===== src/rtl/stereo_balance_delay_unit_assert.svh =====
// assertion macros shared by the stereo balance delay unit
`ifndef STEREO_BALANCE_DELAY_UNIT_ASSERT_SVH
`define STEREO_BALANCE_DELAY_UNIT_ASSERT_SVH

// antecedent and consequent in the same cycle
`define SBD_ASSERT_IMP(lbl, clk, rstn, ante, cons, msg) \
    lbl: assert property (@(posedge clk) disable iff (!rstn) (ante) |-> (cons)) \
        else $error(msg);

// consequent in the cycle after the antecedent
`define SBD_ASSERT_NXT(lbl, clk, rstn, ante, cons, msg) \
    lbl: assert property (@(posedge clk) disable iff (!rstn) (ante) |=> (cons)) \
        else $error(msg);

`endif


===== src/rtl/sbd_pkg.sv =====
`timescale 1ns / 1ps
`default_nettype none

package sbd_pkg;

    // default sizes
    localparam int SAMPLE_WIDTH_DEF = 24;
    localparam int DELAY_DEPTH_DEF  = 4096;

    // register field widths
    localparam int GAIN_W     = 16;
    localparam int BAL_W      = 16;
    localparam int MONO_W     = 2;
    localparam int FLAGS_W    = 3;
    localparam int DELAY_W    = 20;
    localparam int FRAC_W     = 8;
    localparam int CFG_ADDR_W = 3;
    localparam int CFG_DATA_W = 20;

    // q14 gain arithmetic
    localparam int Q_SHIFT = 14;
    localparam int UNITY   = 16384;
    localparam int Q_HALF  = 8192;

    // register indexes
    localparam logic [CFG_ADDR_W-1:0] REG_LEFT_GAIN     = 3'd0;
    localparam logic [CFG_ADDR_W-1:0] REG_RIGHT_GAIN    = 3'd1;
    localparam logic [CFG_ADDR_W-1:0] REG_BALANCE       = 3'd2;
    localparam logic [CFG_ADDR_W-1:0] REG_MONO_MODE     = 3'd3;
    localparam logic [CFG_ADDR_W-1:0] REG_CHANNEL_FLAGS = 3'd4;
    localparam logic [CFG_ADDR_W-1:0] REG_LEFT_DELAY    = 3'd5;
    localparam logic [CFG_ADDR_W-1:0] REG_RIGHT_DELAY   = 3'd6;

    // mono modes
    localparam logic [MONO_W-1:0] MONO_OFF   = 2'd0;
    localparam logic [MONO_W-1:0] MONO_SUM   = 2'd1;
    localparam logic [MONO_W-1:0] MONO_LEFT  = 2'd2;
    localparam logic [MONO_W-1:0] MONO_RIGHT = 2'd3;

    // channel flag bit positions
    localparam int FLAG_SWAP  = 0;
    localparam int FLAG_INV_L = 1;
    localparam int FLAG_INV_R = 2;

    // steps of the gain and mix datapath
    typedef struct packed {
        logic load;
        logic mul;
        logic sat;
    } mix_ctrl_t;

    // steps of a delay line
    typedef struct packed {
        logic wr;
        logic rd2;
        logic ip;
        logic fin;
    } line_ctrl_t;

endpackage

`default_nettype wire


===== src/rtl/sbd_mix.sv =====
`timescale 1ns / 1ps
`default_nettype none

module sbd_mix #(
    parameter int SW = sbd_pkg::SAMPLE_WIDTH_DEF
) (
    input  wire logic                            aclk,
    input  wire sbd_pkg::mix_ctrl_t              ctrl,
    input  wire logic [SW-1:0]                   in_left,
    input  wire logic [SW-1:0]                   in_right,
    input  wire logic                            single_ch,
    input  wire logic [sbd_pkg::GAIN_W-1:0]      left_gain,
    input  wire logic [sbd_pkg::GAIN_W-1:0]      right_gain,
    input  wire logic [sbd_pkg::BAL_W-1:0]       balance,
    input  wire logic [sbd_pkg::MONO_W-1:0]      mono_mode,
    input  wire logic [sbd_pkg::FLAGS_W-1:0]     flags,
    output logic      [SW-1:0]                   out_left,
    output logic      [SW-1:0]                   out_right
);

    localparam int GW = sbd_pkg::GAIN_W;
    localparam int BW = sbd_pkg::BAL_W;
    localparam int Q  = sbd_pkg::Q_SHIFT;
    localparam int FW = Q + 1;
    localparam int PW = SW + GW + 1;
    localparam logic [SW-1:0] S_MIN = {1'b1, {(SW-1){1'b0}}};
    localparam logic [SW-1:0] S_MAX = {1'b0, {(SW-1){1'b1}}};

    logic [GW-1:0]          lg_eff_reg, rg_eff_reg;
    logic [SW-1:0]          l_reg, r_reg;
    logic signed [PW-1:0]   pl_reg, pr_reg;
    logic [SW-1:0]          lv_reg, rv_reg;

    logic                   bal_neg;
    logic [BW:0]            bal_ext, bal_mag, mag_c;
    logic [FW-1:0]          factor;
    logic [GW+FW-1:0]       fl_sum, fr_sum;
    logic [SW-1:0]          r_src, l_sel, r_sel;
    logic [SW-1:0]          l_sat, r_sat;
    logic [SW:0]            mono_sum;

    // round half up by q14 and saturate to the sample range
    function automatic logic [SW-1:0] round_sat(input logic [PW-1:0] p);
        logic [PW:0]   r;
        logic [PW-Q:0] s;
        r = {p[PW-1], p} + (PW+1)'(sbd_pkg::Q_HALF);
        s = r[PW:Q];
        if (&s[PW-Q:SW-1] || ~|s[PW-Q:SW-1]) begin
            return s[SW-1:0];
        end
        return s[PW-Q] ? S_MIN : S_MAX;
    endfunction

    // negate with saturation of the most negative sample
    function automatic logic [SW-1:0] neg_sat(input logic [SW-1:0] v);
        return (v == S_MIN) ? S_MAX : SW'(-v);
    endfunction

    // balance folded into one of the gains, tracked every cycle
    assign bal_neg = balance[BW-1];
    assign bal_ext = {balance[BW-1], balance};
    assign bal_mag = bal_neg ? (BW+1)'(-bal_ext) : bal_ext;
    assign mag_c   = (bal_mag > (BW+1)'(sbd_pkg::UNITY)) ? (BW+1)'(sbd_pkg::UNITY) : bal_mag;
    assign factor  = FW'((BW+1)'(sbd_pkg::UNITY) - mag_c);
    assign fl_sum  = ({{FW{1'b0}}, left_gain} * {{GW{1'b0}}, factor})
                     + (GW+FW)'(sbd_pkg::Q_HALF);
    assign fr_sum  = ({{FW{1'b0}}, right_gain} * {{GW{1'b0}}, factor})
                     + (GW+FW)'(sbd_pkg::Q_HALF);

    always_ff @(posedge aclk) begin
        lg_eff_reg <= bal_neg ? left_gain : fl_sum[Q+GW-1:Q];
        rg_eff_reg <= bal_neg ? fr_sum[Q+GW-1:Q] : right_gain;
    end

    // source selection and swap at request acceptance
    assign r_src = single_ch ? in_left : in_right;
    assign l_sel = flags[sbd_pkg::FLAG_SWAP] ? r_src : in_left;
    assign r_sel = flags[sbd_pkg::FLAG_SWAP] ? in_left : r_src;

    // gain products, then rounding, saturation and invert
    assign l_sat = round_sat(pl_reg);
    assign r_sat = round_sat(pr_reg);

    always_ff @(posedge aclk) begin
        if (ctrl.load) begin
            l_reg <= l_sel;
            r_reg <= r_sel;
        end
        if (ctrl.mul) begin
            pl_reg <= $signed({{(PW-SW){l_reg[SW-1]}}, l_reg})
                      * $signed({{(PW-GW){1'b0}}, lg_eff_reg});
            pr_reg <= $signed({{(PW-SW){r_reg[SW-1]}}, r_reg})
                      * $signed({{(PW-GW){1'b0}}, rg_eff_reg});
        end
        if (ctrl.sat) begin
            lv_reg <= flags[sbd_pkg::FLAG_INV_L] ? neg_sat(l_sat) : l_sat;
            rv_reg <= flags[sbd_pkg::FLAG_INV_R] ? neg_sat(r_sat) : r_sat;
        end
    end

    // mono mode on the processed pair
    assign mono_sum = {lv_reg[SW-1], lv_reg} + {rv_reg[SW-1], rv_reg};

    always_comb begin
        out_left  = lv_reg;
        out_right = rv_reg;
        unique case (mono_mode)
            sbd_pkg::MONO_OFF: begin
                out_left  = lv_reg;
                out_right = rv_reg;
            end
            sbd_pkg::MONO_SUM: begin
                out_left  = mono_sum[SW:1];
                out_right = mono_sum[SW:1];
            end
            sbd_pkg::MONO_LEFT: begin
                out_right = '0;
            end
            sbd_pkg::MONO_RIGHT: begin
                out_left = '0;
            end
            default: begin
                out_left  = lv_reg;
                out_right = rv_reg;
            end
        endcase
    end

endmodule

`default_nettype wire


===== config.mk =====
export PLATFORM = sky130hd
export DESIGN_NAME = sbd_mix
export DESIGN_NICKNAME = d
export VERILOG_FILES = /design/src/rtl/stereo_balance_delay_unit_assert.svh /design/src/rtl/sbd_pkg.sv /design/src/rtl/sbd_mix.sv
export SDC_FILE = /design/constraint.sdc
export NUM_CORES = 2
export LEC_CHECK = 0
export ABC_AREA = 1
export BUFFER_PORTS_ARGS = -buffer_cell sky130_fd_sc_hd__buf_2
export CAP_MARGIN = 10
export CORE_AREA = 10 10 293 436
export CTS_CLUSTER_SIZE = 12
export DETAILED_ROUTE_END_ITERATION = 7
export DIE_AREA = 0 0 303 446
export PLACE_DENSITY = 0.7
export SLEW_MARGIN = 20
export SYNTH_ARGS = -nofsm -noshare
export SYNTH_HDL_FRONTEND = slang
export SYNTH_SLANG_ARGS = --single-unit

===== constraint.sdc =====
create_clock -name aclk -period 19.4 [get_ports aclk]
set_input_delay 5.82 -clock aclk [delete_from_list [all_inputs] [get_ports aclk]]
set_output_delay 5.82 -clock aclk [all_outputs]
set_load 0.01 [all_outputs]

==> metrics.md <==
| Metric | Value |
|---|---|
| Status | completed |
| Slew @ Worst Pin | between 1 and 1.5 ns |
| Via total after detailed routing | 45,400 |
| Clk_skew | 0.0396 ns |
| Port buffer count | about 150 |
| Post-CTS setup buffers | 0 |
| WL per Instance | approximately 19 um |
| Mapped Area | around 56,000 um2 |
| First-pass GRT wire length | approximately 260,000 um |
| Worst reg-to-reg setup slack | 12.14 ns |
| Synth Flop Type | edfxtp_1 |
| Type of the worst setup path | in2reg |
| Vias per Instance | between 5 and 6 |
| Critical Path Sink Type | flop |
| Min Clock Period, post-route | 15.20 ns |
| CTS Sinks | 184 |
| Number of global-route vias before repair | 49,600 |
| Die Height | approximately 450 um |
| Hold path cells | 3 |
| Critical Path Max Stage Delay | a little over 0.8 ns |
| Commonest cells post-synth | inv_1 (1,831), nand2_1 (1,699), fa_1 (1,111) |
| Setup TNS Final | 0 ns |
| Final Hold Fails | 0 |
| First-pass detailed-route iteration total | 8 |
| DR iter-0 viols | ~2,700 |
| MaxCap Viol Count | 0 |
| Layout Nets | 8,673 |
| Cells on worst reg2reg path | 22 |
| Worst-Skew Late Latency | between 0.5 and 0.6 ns |
| CTS resizes | 0 |
| DRC | 0 |
| Num rows | roughly 160 |
| Avg Synthesized Cell Area | 7.89 um2 |
| Worst hold path class | reg2reg |
| Mapped Cells | roughly 7,100 |
| Synth cell types | 68 |
| Worst-path maximum fanout | 47 |
| CTS Root Buffer Type | clkbuf_16 |
| Area delta synth->final | 4.47% |
| Post-DP HPWL | approximately 130,000 um |
| Placeable Area | between 100,000 and 150,000 um2 |
| Hold Buf Count CTS | 0 |
| Fraction of layout cells with a size suffix above 1 | between 5 and 6% |
| Synth area leader | fa_1 |
| CTS tree | done |
| Routability cong. | between 0.9 and 1 |
| DR WL met3 | approximately 9700 um |
| Boundary Pins | approximately 150 |
| Post-route ant nets | 0 |
| Post-synth ARST share | 0% |
| Startpoint Class | input port |
| Top cells by area, synth | fa_1 (40%), inv_1 (12%), nand2_1 (11%), ha_1 (9.5%), edfxtp_1 (8.2%) |
| Max-slew violations | 0 |
| Peak Freq | ~66 MHz |
| Initial core utilization | 46.7% |
| Slowest CP cell | inv_1 |
| Top-count cell post-synth | inv_1 |
| Total track usage | between 20% and 30% |
| GRT overflow | 0 |
| Endpoints failing setup | 0 |
| CP arrival | roughly 16 ns |
| Crit share post-route | 78.4% |
| Register area share after synthesis | between 9 and 10% |
| Yosys reg bits | 184 |
| Critical path required time | around 20 ns |
| Met2 WL post-DR | approximately 80,000 um |
| Largest net degree at the start of global routing | between 50 and 60 |
| Max Root-Sink Buffers | 2 |
| Num CTS Buffers | 17 |
| Slew HR | 21.2% |
| Syn Nets | 8,734 |
| Share of the synthesized area in the top cell type | 39.7% |
| Cell mode on critical path | nand2_1 |
| Antenna violations before repair | 12 |
| # H-tree levels | 4 |
| Die area | 135,000 um2 |
| RSZ-0062 raised after global routing | no |
| EDFF count, synth | 152 |
| YS warnings | 0 |
| Max layer used | met5 |
| Length of routed wiring on met1 | ~60,000 um |
| Clk slew on worst S/H paths | roughly 0.080 ns |
| Die Span X | 303 um |
| Routed Wire Length | roughly 160,000 um |
## routing by layer
layer,vias up,global-route usage [%]
met5,-,0
met2,1608,43.5
met1,22400,26.9
li1,20800,-
met4,22,15.4
met3,608,3.84
## path summary, 6_finish.rpt
path,startpoint,end
hold reg to reg,pr_reg[14],rv_reg[0]
setup / recovery,balance[15],rg_eff_reg[8]
hold / removal,pr_reg[14],rv_reg[0]
setup reg to reg,r_reg[11],pr_reg[38]
## metrics by stage
| step | utilization, % | worst slack [ns] | hold WS, ns | std cells | instance area (um2) |
|---|---|---|---|---|---|
| final | 48.8 | 4.20 | 0.803 | 8626 | 58500 |
| after global routing | 48.8 | 3.43 | 0.857 | 8624 | 58500 |
| after CTS | 48.8 | 4.33 | 0.808 | 8624 | 58500 |
| after detailed placement | 48.3 | 3.79 | 0.787 | 8592 | 57900 |
| after global placement | 48.3 | 3.85 | 0.789 | 8592 | 57900 |
| after floorplan | - | 6.26 | 0.684 | 7092 | 56000 |
## critical path: cells and delay by family
family	cells	cell delay (ns)
buffers and inverters	8	2.25
AOI/OAI and AO/OA	4	0.96
and+or+nand+nor	21	2.96
adders and majority gates	8	3.51
## layout make-up
class | count | area (um2)
Fill cell | 11800 | 61400
Clock buffer | 18 | 429
Inverter | 1852 | 6950
Timing Repair Buffer | 202 | 1130
Clock inverter | 14 | 184
Sequential cell | 184 | 5210
Tap cell | 1580 | 1980
Multi-Input combinational cell | 4774 | 42600
Antenna cell | 2 | 5.00
## logic make-up after synthesis
| logic type | Yosys count | synth area share (%) |
|---|---|---|
| AOI/OAI and AO/OA | 521 | 5.25 |
| xor gates and xnor gates | 140 | 2.19 |
| adders and majority gates | 1536 | 49.2 |
| buffers and inverters | 2134 | 14.6 |
| DFF | 184 | 9.30 |
| muxes | 24 | 0.429 |
| and+or+nand+nor | 2553 | 19.0 |
## placed cells by master (no fill, tap or decap), types with 29 or more instances in the layout
master	count
nand4_1	53
nand2_1	1698
dfxtp_1	29
ha_1	425
edfxtp_1	152
buf_2	153
o21ai_0	210
nor3_1	29
inv_1	1831
nand3_1	238
fa_1	1111
a21oi_1	184
buf_4	49
xnor2_1	60
nor2_1	406
xor2_1	80
Power is left out: the tool's default activity adds up to more than one toggle a clock period on the data nets, which glitch-free logic cannot reach.
